--- config.mk ---
export PLATFORM = sky130hd
export DESIGN_NAME = http_response_header_scanner
export DESIGN_NICKNAME = d
export VERILOG_FILES = /design/src/hdl/hrhs_pkg.sv /design/src/hdl/http_response_header_scanner.sv
export SDC_FILE = /design/constraint.sdc
export NUM_CORES = 1
export LEC_CHECK = 0
export ABC_AREA = 1
export BUFFER_PORTS_ARGS = -buffer_cell sky130_fd_sc_hd__buf_2
export CORE_MARGIN = 4
export CORE_UTILIZATION = 35
export DETAILED_ROUTE_END_ITERATION = 10
export GPL_TIMING_DRIVEN = 0
export SETUP_SLACK_MARGIN = 0.2
export SLEW_MARGIN = 10
export SYNTH_ARGS = -nofsm -noshare
export SYNTH_HDL_FRONTEND = slang
export SYNTH_SLANG_ARGS = --single-unit
--- constraint.sdc ---
create_clock -name clk -period 4 [get_ports clk]
set_input_delay 0.4 -clock clk [delete_from_list [all_inputs] [get_ports clk]]
set_output_delay 0.4 -clock clk [all_outputs]
set_load 0.01 [all_outputs]
--- src/hdl/hrhs_pkg.sv ---
// ----------------------------------------------------------------------------
// hrhs_pkg
// Shared types and constants for the HTTP response header scanner.
// ----------------------------------------------------------------------------
package hrhs_pkg;

  localparam int HEADER_COUNT_BITS = 16;
  localparam int BODY_COUNT_BITS   = 32;

  localparam logic [7:0]  CH_LF      = 8'h0A;
  localparam logic [7:0]  CH_CR      = 8'h0D;
  localparam logic [7:0]  CH_TAB     = 8'h09;
  localparam logic [7:0]  CH_SP      = 8'h20;
  localparam logic [7:0]  CH_ZERO    = 8'h30;
  localparam logic [7:0]  CH_NINE    = 8'h39;
  localparam logic [15:0] STATUS_MAX = 16'hFFFF;

  typedef enum logic [3:0] {
    ST_PROTO  = 4'd0,
    ST_WHITE  = 4'd1,
    ST_STATUS = 4'd2,
    ST_TEXT   = 4'd3,
    ST_LF     = 4'd4,
    ST_CR     = 4'd5,
    ST_CRLF   = 4'd6,
    ST_CRLFCR = 4'd7,
    ST_BODY   = 4'd8
  } scan_state_t;

  typedef logic [HEADER_COUNT_BITS-1:0] header_count_t;
  typedef logic [BODY_COUNT_BITS-1:0]   body_count_t;

endpackage

--- src/hdl/http_response_header_scanner.sv ---
// ----------------------------------------------------------------------------
// http_response_header_scanner
// Byte-wide scanner that picks the status code out of an HTTP response and
// finds the blank line that ends its header block.
// ----------------------------------------------------------------------------
//
//  Channel  Handshake                   Payload
//  -------  --------------------------  --------------------------------------
//  input    data_valid / data_ready     data_byte, start_of_response
//  output   result_valid / result_ready headers_end, in_body, status_code,
//                                       header_length, body_bytes
//
// One byte is taken in every cycle unless the output stalls; its result
// appears in the output register on the following cycle. The scan state and
// counters update in the same cycle as the transfer, so throughput is set
// only by the output register. While a result is held by a stalled output,
// data_ready is low unless that result is taken in the same cycle. Reset
// clears the scan state, counters and the output valid flag.
//
module http_response_header_scanner (
  input  logic        clk,
  input  logic        rst,
  input  logic        data_valid,
  output logic        data_ready,
  input  logic [7:0]  data_byte,
  input  logic        start_of_response,
  output logic        result_valid,
  input  logic        result_ready,
  output logic        headers_end,
  output logic        in_body,
  output logic [15:0] status_code,
  output logic [15:0] header_length,
  output logic [31:0] body_bytes
);
  import hrhs_pkg::*;

  scan_state_t   scan_state, scan_state_next;
  logic [15:0]   status_acc, status_acc_next;
  header_count_t header_count, header_count_next;
  body_count_t   body_count, body_count_next;

  scan_state_t   cur_state;
  logic [15:0]   cur_status;
  header_count_t cur_header;
  body_count_t   cur_body;

  logic          accept;
  logic          is_digit;
  logic [3:0]    digit;
  logic [19:0]   status_pushed;
  logic          ended;
  logic          body;

  assign data_ready = !result_valid || result_ready;
  assign accept     = data_valid && data_ready;

  // A start flag makes the byte see freshly cleared state.
  assign cur_state  = start_of_response ? ST_PROTO : scan_state;
  assign cur_status = start_of_response ? 16'd0 : status_acc;
  assign cur_header = start_of_response ? '0 : header_count;
  assign cur_body   = start_of_response ? '0 : body_count;

  assign is_digit = (data_byte >= CH_ZERO) && (data_byte <= CH_NINE);
  assign digit    = 4'(data_byte - CH_ZERO);

  // Times ten as two shifted copies, then the new digit.
  assign status_pushed = {1'b0, cur_status, 3'b000} + {3'b000, cur_status, 1'b0}
                       + {16'd0, digit};

  always_comb begin
    scan_state_next = cur_state;
    ended           = 1'b0;
    unique case (cur_state)
      ST_PROTO: begin
        if (data_byte == CH_SP || data_byte == CH_TAB) scan_state_next = ST_WHITE;
        else if (data_byte == CH_LF) scan_state_next = ST_LF;
        else if (data_byte == CH_CR) scan_state_next = ST_CR;
      end
      ST_WHITE, ST_STATUS: begin
        if (is_digit) scan_state_next = ST_STATUS;
        else if (data_byte == CH_LF) scan_state_next = ST_LF;
        else if (data_byte == CH_CR) scan_state_next = ST_CR;
        else scan_state_next = ST_TEXT;
      end
      ST_TEXT: begin
        if (data_byte == CH_LF) scan_state_next = ST_LF;
        else if (data_byte == CH_CR) scan_state_next = ST_CR;
      end
      ST_LF: begin
        if (data_byte == CH_LF) ended = 1'b1;
        else if (data_byte == CH_CR) scan_state_next = ST_CR;
        else scan_state_next = ST_TEXT;
      end
      ST_CR: begin
        if (data_byte == CH_LF) scan_state_next = ST_CRLF;
        else if (data_byte == CH_CR) ended = 1'b1;
        else scan_state_next = ST_TEXT;
      end
      ST_CRLF: begin
        if (data_byte == CH_LF) ended = 1'b1;
        else if (data_byte == CH_CR) scan_state_next = ST_CRLFCR;
        else scan_state_next = ST_TEXT;
      end
      ST_CRLFCR: begin
        if (data_byte == CH_LF || data_byte == CH_CR) ended = 1'b1;
        else scan_state_next = ST_TEXT;
      end
      ST_BODY: begin
        scan_state_next = ST_BODY;
      end
      default: begin
        scan_state_next = ST_TEXT;
      end
    endcase
    if (ended) scan_state_next = ST_BODY;
  end

  always_comb begin
    body              = (cur_state == ST_BODY);
    status_acc_next   = cur_status;
    header_count_next = cur_header;
    body_count_next   = cur_body;
    if (body) begin
      if (cur_body != '1) body_count_next = cur_body + 1'b1;
    end else begin
      if (cur_header != '1) header_count_next = cur_header + 1'b1;
      if (is_digit && cur_state == ST_WHITE) begin
        status_acc_next = {12'd0, digit};
      end else if (is_digit && cur_state == ST_STATUS) begin
        status_acc_next = (status_pushed[19:16] != 4'd0) ? STATUS_MAX
                                                         : status_pushed[15:0];
      end
    end
  end

  always_ff @(posedge clk) begin
    if (rst) begin
      scan_state   <= ST_PROTO;
      status_acc   <= 16'd0;
      header_count <= '0;
      body_count   <= '0;
    end else if (accept) begin
      scan_state   <= scan_state_next;
      status_acc   <= status_acc_next;
      header_count <= header_count_next;
      body_count   <= body_count_next;
    end
  end

  always_ff @(posedge clk) begin
    if (rst) begin
      result_valid <= 1'b0;
    end else if (accept) begin
      result_valid <= 1'b1;
    end else if (result_ready) begin
      result_valid <= 1'b0;
    end
  end

  always_ff @(posedge clk) begin
    if (accept) begin
      headers_end   <= ended;
      in_body       <= body;
      status_code   <= status_acc_next;
      header_length <= 16'(header_count_next);
      body_bytes    <= 32'(body_count_next);
    end
  end

`ifndef SYNTHESIS
  // The byte that ends the headers is never itself a body byte.
  assert property (@(posedge clk) disable iff (rst)
    result_valid |-> !(headers_end && in_body))
    else $error("headers_end and in_body both set");

  // Once in the body, every further byte of the same response is body.
  assert property (@(posedge clk) disable iff (rst)
    (accept && !start_of_response && scan_state == ST_BODY) |=>
      (result_valid && in_body && !headers_end))
    else $error("body byte not reported as body");

  // A transfer in always leaves a result waiting.
  assert property (@(posedge clk) disable iff (rst)
    accept |=> result_valid)
    else $error("accepted byte produced no result");
`endif

endmodule
---- Yosys cells after proc, flatten, opt, wreduce, memory -nomap -nowiden ----
Cells that the tools add are included.
storage, ports and cells
  register bits after elaboration ......... 135
  bits in latches ......................... 0
  memory bits (writable) .................. 0
  bits in read-only memories .............. 0
  input bits .............................. 13
  output and inout bits ................... 68
  logic and storage cells ................. 77
  memories kept ........................... 0
operators by class
  add/sub/neg operators ................... 5
  multiply operators ...................... 0
  div/mod/pow operators ................... 0
  $lt $le $gt $ge ......................... 2
  eq/ne operators ......................... 14
  shifts and indexed selects .............. 0
  mux-type cells .......................... 33
  bitwise logic cells ..................... 0
  reductions and logical operators ........ 13
operators by type and width
  cell                                                                                 count
  16-bit 2-to-1 mux                                                                    8
  32-bit 2-to-1 mux                                                                    3
  4-bit 2-to-1 mux                                                                     10
  32-bit by 1-bit adder with 32-bit output, second input constant                      1
  32-bit != test, second input constant                                                1
  4-bit one-hot mux with 8 select lines                                                1
  8-bit by 4-bit == test with 1-bit output, second input constant                      3
  19-bit by 17-bit adder with 20-bit output                                            1
  20-bit by 4-bit adder with 20-bit output                                             1
  16-bit by 1-bit adder with 16-bit output, second input constant                      1
  4-bit by 3-bit == test with 1-bit output, second input constant                      4
  16-bit != test, second input constant                                                1
  3-bit 2-to-1 mux                                                                     4
  4-bit by 2-bit == test with 1-bit output, second input constant                      2
  8-bit by 6-bit == test with 1-bit output, second input constant                      1
  8-bit by 6-bit greater-or-equal comparator with 1-bit output, second input constant  1
  8-bit by 6-bit less-or-equal comparator with 1-bit output, second input constant     1
  1-bit 2-to-1 mux                                                                     6
  4-bit by 1-bit == test with 1-bit output, second input constant                      1
  4-bit == test, second input constant                                                 1
  1-bit logical AND                                                                    4
  4-bit zero test                                                                      1
  4-bit nonzero test                                                                   1
  2-bit OR reduction                                                                   2
  5 further kinds                                                                      7

---- Logic depth before layout (Yosys ltp) ----
Gate-level depths: netlist of the first run.
  word-level depth ........................ 8
  gate-level depth with buffers ........... 26

---- Least setup slack after synthesis of the first run ----
Ideal clock, no wire load.
  kind .................................... input-to-reg
  from .................................... in start_of_response
  to ...................................... reg status_acc[12]
  library setup time ...................... 0.110 ns
  arrival time ............................ 3.595 ns
  setup slack ............................. 0.295 ns
  stages on the path ...................... 23
  path buffers ............................ 5
  cells stage by stage .................... buf_6 -> buf_6 -> buf_6 -> clkbuf_1 -> nor2_1 -> fa_1 -> inv_1 -> fa_1 -> inv_1 -> nand2_1 -> nand2_1 -> nand3_1 -> nand2_1 -> nand2_1 -> nand3_1 -> nand2_1 -> nor2_1 -> nand2_2 -> buf_6 -> o21ai_2 -> nand3_1 -> nand2_1 -> inv_1
on the way
  word-level cells in the longest chain between the ends .. 8
  elaborated cells on any way between the ends .. 14
  classes of those cells .................. 2 x add/sub; 3 x eq/ne; 6 x mux; 3 x reduce/logical
RTL lines
  item                                       line                                 text
  start: declaration                         http_response_header_scanner.sv:26   input logic start_of_response,
  16-bit 2-to-1 mux                          http_response_header_scanner.sv:59   assign cur_status = start_of_response ? 16'd0 : status_acc;
  19-bit by 17-bit adder with 20-bit output  http_response_header_scanner.sv:67   assign status_pushed = {1'b0, cur_status, 3'b000} + {3'b000, cur_status, 1'b0}
  20-bit by 4-bit adder with 20-bit output   http_response_header_scanner.sv:68   + {16'd0, digit};
  4-bit nonzero test                         http_response_header_scanner.sv:130  status_acc_next = (status_pushed[19:16] != 4'd0) ? STATUS_MAX
  16-bit 2-to-1 mux                          http_response_header_scanner.sv:130
  16-bit 2-to-1 mux                          http_response_header_scanner.sv:129  end else if (is_digit && cur_state == ST_STATUS) begin
  16-bit 2-to-1 mux                          http_response_header_scanner.sv:127  if (is_digit && cur_state == ST_WHITE) begin
  16-bit 2-to-1 mux *                        http_response_header_scanner.sv:123  if (body) begin
  end signal: assignment                     http_response_header_scanner.sv:144  status_acc <= status_acc_next;
  end: declaration                           http_response_header_scanner.sv:38   logic [15:0] status_acc, status_acc_next;
Mark *: on every way between the ends. The rest lies on a longest branch, timed or not.
A chain may end at the register's enable or synchronous reset.

---- Final worst setup path of the first run ----
  from .................................... in start_of_response
  to ...................................... reg status_code[5] (data pin)
on the way
  word-level cells in the longest chain between the ends .. 8
  elaborated cells on any way between the ends .. 14
  classes of those cells .................. 2 x add/sub; 3 x eq/ne; 6 x mux; 3 x reduce/logical
RTL lines
  item                                       line                                 text
  16-bit 2-to-1 mux                          http_response_header_scanner.sv:59
  19-bit by 17-bit adder with 20-bit output  http_response_header_scanner.sv:67
  20-bit by 4-bit adder with 20-bit output   http_response_header_scanner.sv:68
  4-bit nonzero test                         http_response_header_scanner.sv:130
  16-bit 2-to-1 mux                          http_response_header_scanner.sv:130
  16-bit 2-to-1 mux                          http_response_header_scanner.sv:129
  16-bit 2-to-1 mux                          http_response_header_scanner.sv:127
  16-bit 2-to-1 mux *                        http_response_header_scanner.sv:123
  net status_acc_next[5]                     http_response_header_scanner.sv:38
  end signal: assignment                     http_response_header_scanner.sv:164  status_code <= status_acc_next;
  end: declaration                           http_response_header_scanner.sv:31   output logic [15:0] status_code,
The timed path passes the listed nets; every way through them passes the cells marked *.

==> results.json, run 1 <==
{
  "status": "finished, final reports clean",
  "whs_path_depth": 4,
  "cellLeakagePower_nw": 5.19,
  "tritoncts_num_sinks": 135,
  "crit_path_max_fanout": 10,
  "dominantRegCellSynth": "sky130_fd_sc_hd__dfxtp_1",
  "pre_antenna_drt_iters": 5,
  "max_stage_delay_ps": 540,
  "synth-adder-area-share_pct": 5.01,
  "ys_seq_area_share_pct": 37.2,
  "area_growth_syn_to_layout_pct": 17.3,
  "stdcell_count": 1730,
  "grt_antenna_before_repair": 0,
  "synth-xor-area-share_pct": 4.55,
  "syn-cell-area_mm2": 0.00904,
  "htree_num_levels": 4,
  "gr-total-overflow": 0,
  "synth_commonest_cells": "sky130_fd_sc_hd__nand2_1 (306), sky130_fd_sc_hd__inv_1 (213), sky130_fd_sc_hd__nor2_1 (138), sky130_fd_sc_hd__a21oi_1 (76), sky130_fd_sc_hd__nand3_1 (71)",
  "rsz0062_at_grt": "no",
  "timing_worst_setup_path_type": "input port to flip-flop",
  "post_synth_and_or_nand_nor_area_fraction_pct": 30.0,
  "synth.area.top_cells": "sky130_fd_sc_hd__edfxtp_1 (22%), sky130_fd_sc_hd__dfxtp_1 (15%), sky130_fd_sc_hd__nand2_1 (13%)",
  "maxCapViolCount": 0,
  "yosysUniqueCellTypes": 43,
  "hold_slack_ps": 278,
  "dpl_wire_length_mm": 20.4,
  "worst_setup_slack_after_layout_ps": 400,
  "maxSlewHeadroom_pct": 52.8,
  "netlist_instances": 1286,
  "cts.path.max_buffers": 2,
  "tightestPinTransition_ps": 708,
  "holdPathEnd": "result_valid$_SDFFE_PP0P_",
  "rr_startpoint": "status_acc[2]$_SDFFE_PP0P_",
  "place_ws_ps": -849,
  "drt-vias-per-instance": 4.89,
  "fp.dieW_um": 169,
  "r2r_cells": 18,
  "regToRegEndpoint": "status_code[5]$_DFFE_PP_",
  "setup-violations-final": 0,
  "hold_class": "input port to flip-flop",
  "report.final.slew_viol_count": 0,
  "wl_mm": 26.6,
  "mappedNetlistNets": 1334,
  "cp_cell_sequence": "buf_2 -> buf_12 -> buf_12 -> buf_8 -> clkbuf_8 -> nor2_1 -> fa_1 -> inv_1 -> fa_1 -> inv_1 -> nand2_1 -> nand2_1 -> nand3_1 -> nand2_2 -> nand2_1 -> nand3_1 -> nand2_1 -> nor2_4 -> nand2_2 -> buf_6 -> o21ai_2 -> nand2_1",
  "synth_compound_area_share_pct": 11.5,
  "required_ps": 4160,
  "total_number_of_yosys_warnings": 0,
  "post-place-cells": 1696,
  "vias": 8462,
  "synth-edff-count": 66,
  "arrival_time_worst_endpoint_ps": 3760,
  "skew_ps": 13.1,
  "critical-path-top-cell-by-count": "sky130_fd_sc_hd__nand2_1",
  "reg2reg_slack_ps": 790,
  "hold_violations": 0,
  "synth_largest_area_cell": "sky130_fd_sc_hd__edfxtp_1",
  "max_freq_ghz": 0.278,
  "die_area_mm2": 0.0285,
  "worstSkewPairLatency_ps": 440,
  "setup.worst_path.end_class": "flip-flop",
  "clock_tree.root_cell": "sky130_fd_sc_hd__clkbuf_16",
  "post_synth.cell_area_avg_um2": 7.03,
  "synth.ff_latch_count": 135,
  "antenna_cells_inserted": 0,
  "cts_made_buffers": 17,
  "power.density_mw_per_mm2": 367,
  "design.final.nets": 1435,
  "antenna_left": 0,
  "drt-wirelength-per-cell_um": 15.4,
  "synth_top_area_share_pct": 21.9,
  "period_share_pct": 90.0,
  "gp_congestion": 0.988,
  "drt-initial-drc-count": 572,
  "synth_top_family_by_area": "simple AND/OR/NAND/NOR gates",
  "cts_tree": "built",
  "grt_pass1_wl_mm": 42.2,
  "setup.worst_path.start_class": "input port",
  "most_frequent_cell_after_synthesis": "sky130_fd_sc_hd__nand2_1",
  "die_height_um": 169,
  "ir_worst_vdd_uv": 198,
  "start_util_pct": 35.7,
  "pin_count": 81,
  "synthMuxAreaShare_pct": 0,
  "cp_slowest_cell": "sky130_fd_sc_hd__fa_1",
  "core_area_mm2": 0.0253,
  "final_core_util_pct": 41.9,
  "timing.final.crit_period_ps": 3600,
  "share_of_layout_cells_above_drive_strength_1_pct": 14.0,
  "clkTransAtPathRegs_ps": 60,
  "std_cell_rows": 58,
  "drc": 0,
  "first_global_vias": 8073,
  "synth_async_sr_flop_share_pct": 0,
  "io_buffers": 79,
  "global_route_usage_over_all_layers_pct": 18.7,
  "worst_hold_startpoint": "result_ready",
  "grt_start_max_net_pins": 66
}
## layer usage
| layer | vias to the layer above | global-route usage (%) | part of all wire [%] |
|---|---|---|---|
| met5 | - | 0 | 0 |
| met4 | 0 | 6.95 | 2.6 |
| met3 | 46 | 2.73 | 5.0 |
| met2 | 219 | 30.6 | 46 |
| met1 | 3871 | 25.1 | 47 |
| li1 | 4326 | - | - |
## cell usage in the layout, fill, tap and decap left out, types with 4 or more instances in the layout
cell type,count
sky130_fd_sc_hd__nand2_1,305
sky130_fd_sc_hd__inv_1,213
sky130_fd_sc_hd__nor2_1,137
sky130_fd_sc_hd__buf_2,85
sky130_fd_sc_hd__a21oi_1,76
sky130_fd_sc_hd__nand3_1,71
sky130_fd_sc_hd__dfxtp_1,69
sky130_fd_sc_hd__edfxtp_1,66
sky130_fd_sc_hd__o21ai_1,54
sky130_fd_sc_hd__o21ai_0,38
sky130_fd_sc_hd__xor2_1,33
sky130_fd_sc_hd__ha_1,33
sky130_fd_sc_hd__clkbuf_1,27
sky130_fd_sc_hd__nor2_2,19
sky130_fd_sc_hd__nor3_1,18
sky130_fd_sc_hd__clkbuf_16,17
sky130_fd_sc_hd__nand4_1,16
sky130_fd_sc_hd__xnor2_1,14
sky130_fd_sc_hd__o21ai_2,12
sky130_fd_sc_hd__nand3b_1,10
sky130_fd_sc_hd__inv_2,9
sky130_fd_sc_hd__nor2_4,7
sky130_fd_sc_hd__nor3_2,6
sky130_fd_sc_hd__nor4_1,5
sky130_fd_sc_hd__bufinv_16,5
sky130_fd_sc_hd__buf_4,4
sky130_fd_sc_hd__and3_1,4
sky130_fd_sc_hd__o211ai_1,4
sky130_fd_sc_hd__clkinvlp_4,4
## sequential cells by signal (all words and copies together) (netlist names)
register,count
scan_state,4
header_length,16
headers_end,1
status_code,16
body_bytes,32
in_body,1
result_valid,1
status_acc,16
header_count,16
body_count,32
## worst max-delay path, delay by kind of cell
kind	cells	cell delay (ps)
AO/OA/AOI/OAI	1	150
adder cells (fa/ha/maj)	2	1000
buffers and inverters	8	1120
AND/OR/NAND/NOR	11	1080
## repair_timing
action	4_1_cts	5_1_grt
setup buffers	0	2
hold buffers	0	0
gates resized for setup	11	3
setup endpoints to repair	32	24
pin swaps	0	0
## cell type report
cell class              count  area, um2
fillers                  2596      14700
well taps                 330        413
plain buffers              45        273
clock buffers              18        439
flip-flops and latches    135       3360
clock inverters            14        220
repair buffers             82        438
inverters                 222        833
multi-input cells         884       4630
## logic make-up (layout without fill, tap and decap cells)
family          after synthesis  in the layout
fa+ha+maj                    35             35
compound gates              192            192
xor+xnor                     47             47
flops                       135            135
buf+inv                     267            381
simple gates                610            610
## stage by stage
step	power, mW	TNS, ps	cell area (um2)
after global placement	2.12	-21550	9850
after global routing	4.05	0	10600
final	3.89	0	10600
after detailed placement	2.13	-22370	9880
after CTS	3.92	0	10600
after floorplan	1.96	0	9040
## worst max path at each step
stage,cells past startpoint,slack [ps],endpoint,start
CTS,22,200,status_code[15]$_DFFE_PP_,start_of_response
global placement,22,-820,status_code[15]$_DFFE_PP_,start_of_response
global route,22,260,status_code[15]$_DFFE_PP_,start_of_response
finish,22,400,status_code[5]$_DFFE_PP_,start_of_response
floorplan,23,290,status_acc[12]$_SDFFE_PP0P_,start_of_response
detailed placement,22,-850,status_code[15]$_DFFE_PP_,start_of_response
## where the power goes
| part | switching (mW) | internal [mW] | total, mW |
|---|---|---|---|
| registers | 0.0395 | 1.55 | 1.59 |
| logic | 0.352 | 0.170 | 0.523 |
| clock network | 0.647 | 1.13 | 1.77 |
| total | 1.04 | 2.85 | 3.89 |
No activity file was read; power rests on OpenSTA's default activity.
==> run 2: changes to the inputs <==
- ABC_AREA: 1 -> unset
- CORE_UTILIZATION: 35 -> 60
- GPL_TIMING_DRIVEN: 0 -> unset
- PLACE_DENSITY: unset -> 0.81
==> run 2 against run 1 <==
Clock skew decreased by 5.3 ps. Highest routed layer unchanged. Global-route usage increased by 6.5 points. Clock power decreased by 19%. Worst setup slack improved by 8.8 ps. Via count decreased by 19%. Worst hold slack got worse by 47 ps. Critical path depth decreased by 9.
==> results.json, run 2 <==
{
  "skew_ps": 7.71,
  "ys_seq_area_share_pct": 42.2,
  "max_freq_ghz": 0.278,
  "commonest_non_fill_non_tap_cell_in_the_layout": "sky130_fd_sc_hd__nor2_1",
  "cts.path.max_buffers": 2,
  "fp.dieW_um": 123,
  "final_design_area_no_fill_mm2": 0.00908,
  "synth_largest_area_cell": "sky130_fd_sc_hd__edfxtp_1",
  "post_synth.cell_area_avg_um2": 8.70,
  "cellLeakagePower_nw": 3.53,
  "tritoncts_num_sinks": 135,
  "synthMuxAreaShare_pct": 0.534,
  "postCtsSetupRepairBufs": 0,
  "total_number_of_yosys_warnings": 0,
  "start_util_pct": 62.1,
  "synth_async_sr_flop_share_pct": 0,
  "synth-xor-area-share_pct": 5.94,
  "maxSlewHeadroom_pct": 49.2,
  "drt-initial-drc-count": 690,
  "grt_start_max_net_pins": 54,
  "worstSkewPairLatency_ps": 420,
  "mappedNetlistNets": 964,
  "timing_worst_setup_path_type": "flip-flop to flip-flop",
  "rsz0062_at_grt": "no",
  "synth.area.top_cells": "sky130_fd_sc_hd__edfxtp_1 (25%), sky130_fd_sc_hd__dfxtp_1 (17%), sky130_fd_sc_hd__nor2_1 (5.6%)",
  "maxCapViolCount": 0,
  "required_ps": 4170,
  "place_ws_ps": 200,
  "dpl_wire_length_mm": 12.8,
  "dominantRegCellSynth": "sky130_fd_sc_hd__dfxtp_1",
  "share_of_layout_cells_above_drive_strength_1_pct": 14.4,
  "hold_class": "input port to flip-flop",
  "cts.hold.buffers_added": 0,
  "final_core_util_pct": 70.8,
  "reg_top3": "body_bytes: 32 flops, body_count: 32 flops",
  "gr-total-overflow": 0,
  "report.final.slew_viol_count": 0,
  "cts_tree": "built",
  "cts_made_buffers": 17,
  "ir_worst_vdd_uv": 239,
  "status": "finished, final reports clean",
  "std_cell_rows": 41,
  "power.density_mw_per_mm2": 348,
  "netlist_instances": 916,
  "antenna_left": 0,
  "sequential_cell_area_mm2": 0.00336,
  "vias": 6873,
  "die_height_um": 123,
  "crit_path_max_fanout": 9,
  "htree_num_levels": 4,
  "multiInputGateArea_mm2": 0.00430,
  "fillerInstances": 1013,
  "synth.ff_latch_count": 135,
  "global_route_usage_over_all_layers_pct": 25.2,
  "setup-violations-final": 0,
  "commonest_non_fill_non_tap_cells_in_the_layout": "sky130_fd_sc_hd__nor2_1 (118), sky130_fd_sc_hd__nand2_1 (105), sky130_fd_sc_hd__buf_2 (79)",
  "core_area_mm2": 0.0128,
  "drt-vias-per-instance": 5.87,
  "arrival_time_worst_endpoint_ps": 3760,
  "gp_congestion": 0.921,
  "setup.worst_path.end_class": "flip-flop",
  "tightestPinTransition_ps": 758,
  "wl_mm": 18.5,
  "area_growth_syn_to_layout_pct": 14.0,
  "post_synth_and_or_nand_nor_area_fraction_pct": 24.1,
  "first_global_vias": 6238,
  "clkTransAtPathRegs_ps": 60,
  "pre_antenna_drt_iters": 5,
  "timing.final.crit_period_ps": 3590,
  "setup.worst_path.start_class": "flip-flop",
  "yosysUniqueCellTypes": 66,
  "antenna_cells_inserted": 0,
  "most_frequent_cell_after_synthesis": "sky130_fd_sc_hd__nor2_1",
  "period_share_pct": 89.8,
  "clock_tree.root_cell": "sky130_fd_sc_hd__clkbuf_16",
  "syn-cell-area_mm2": 0.00797,
  "grt_antenna_before_repair": 0,
  "hold_violations": 0,
  "synth_top_family_by_area": "simple AND/OR/NAND/NOR gates",
  "stdcell_count": 1170,
  "placed_cell_area_mm2": 0.00854,
  "design.final.nets": 1033,
  "synth_top_area_share_pct": 24.9,
  "final.setup.tns_ps": 0,
  "worst_setup_slack_after_layout_ps": 409,
  "synth-edff-count": 66,
  "synth_commonest_cells": "sky130_fd_sc_hd__nor2_1 (118), sky130_fd_sc_hd__nand2_1 (105), sky130_fd_sc_hd__o21ai_0 (70), sky130_fd_sc_hd__dfxtp_1 (69), sky130_fd_sc_hd__edfxtp_1 (66)",
  "pin_count": 81,
  "drt-wirelength-per-cell_um": 15.8,
  "die_area_mm2": 0.0152,
  "reg2reg_slack_ps": 410,
  "drc": 0,
  "post-place-cells": 1138,
  "io_buffers": 80,
  "synth_compound_area_share_pct": 17.8,
  "grt_pass1_wl_mm": 30.4,
  "synth-adder-area-share_pct": 5.69
}
-- run 2: cell count changes after synthesis, moves of 21 or more --
cell / before / now
sky130_fd_sc_hd__nand2_1: 306 / 105
sky130_fd_sc_hd__inv_1: 213 / 15
sky130_fd_sc_hd__o21ai_1: 54 / 0
sky130_fd_sc_hd__nand3_1: 71 / 22
sky130_fd_sc_hd__nor2b_1: 0 / 37
sky130_fd_sc_hd__o21ai_0: 38 / 70
sky130_fd_sc_hd__xnor2_1: 14 / 37
sky130_fd_sc_hd__a21oi_1: 76 / 55
-- run 2: path summary, 6_finish.rpt --
| path | from | end | cells after the start |
|---|---|---|---|
| min reg2reg | status_acc[3]$_SDFFE_PP0P_ | status_acc[3]$_SDFFE_PP0P_ | 2 |
| max reg2reg | status_acc[2]$_SDFFE_PP0P_ | status_code[10]$_DFFE_PP_ | 13 |
| max | status_acc[2]$_SDFFE_PP0P_ | status_code[10]$_DFFE_PP_ | 13 |
| min | data_valid | result_valid$_SDFFE_PP0P_ | 3 |
-- run 2: worst max-delay path: stages (launching register included) --
cell and delay, ps:
sky130_fd_sc_hd__dfxtp_1 310, sky130_fd_sc_hd__nor2b_1 160, sky130_fd_sc_hd__fa_1 540, sky130_fd_sc_hd__inv_1 70, sky130_fd_sc_hd__fa_1 430, sky130_fd_sc_hd__nand2b_1 200
sky130_fd_sc_hd__a21oi_2 220, sky130_fd_sc_hd__o31a_1 210, sky130_fd_sc_hd__a221oi_1 110, sky130_fd_sc_hd__a211oi_1 360, sky130_fd_sc_hd__o2111ai_2 160, sky130_fd_sc_hd__buf_4 210
sky130_fd_sc_hd__o21a_1 210, sky130_fd_sc_hd__a21o_1 160
-- run 2: timing repair --
action / in CTS / in global routing
hold endpoints to repair: 0 / 0
endpoints found under the setup margin: 0 / 4
resized for setup: 0 / 1
-- run 2: final cells by class --
class	instances	area share, %
timing repair buffer	103	6.48
tap	172	2.37
multi-input combinational	711	47.4
sequential	135	37.0
clock inverter	8	0.854
clock buffer	24	5.08
inverter	17	0.785
-- run 2: cell families after synthesis --
group | Yosys count
and+or+nand+nor | 394
adders and majority gates | 35
DFF | 135
muxes | 4
AOI/OAI and AO/OA | 224
xor gates and xnor gates | 54
buffers and inverters | 70
-- run 2: report_power, final --
| part | leakage [nW] | switching (mW) | internal, mW | total (mW) |
|---|---|---|---|---|
| logic | 2.06 | 0.152 | 0.0655 | 0.218 |
| registers | 1.22 | 0.0160 | 1.49 | 1.51 |
| clock network | 0.259 | 0.565 | 0.870 | 1.44 |
-- run 2: per-layer routing --
layer,track usage [%],up-vias,wire length [um]
li1,-,3440,-
met3,5.58,28,1210
met2,38.9,213,8410
met4,8.37,0,322
met1,35.2,3192,8550
met5,0,-,0
-- run 2: through the flow --
| stage | hold WS (ps) | total power, mW |
|---|---|---|
| 2_1_floorplan | 417 | 1.67 |
| 3_3_place_gp | 431 | 1.75 |
| 3_5_place_dp | 441 | 1.76 |
| 4_1_cts | 223 | 3.18 |
| 5_1_grt | 231 | 3.27 |
| 6_report | 231 | 3.16 |
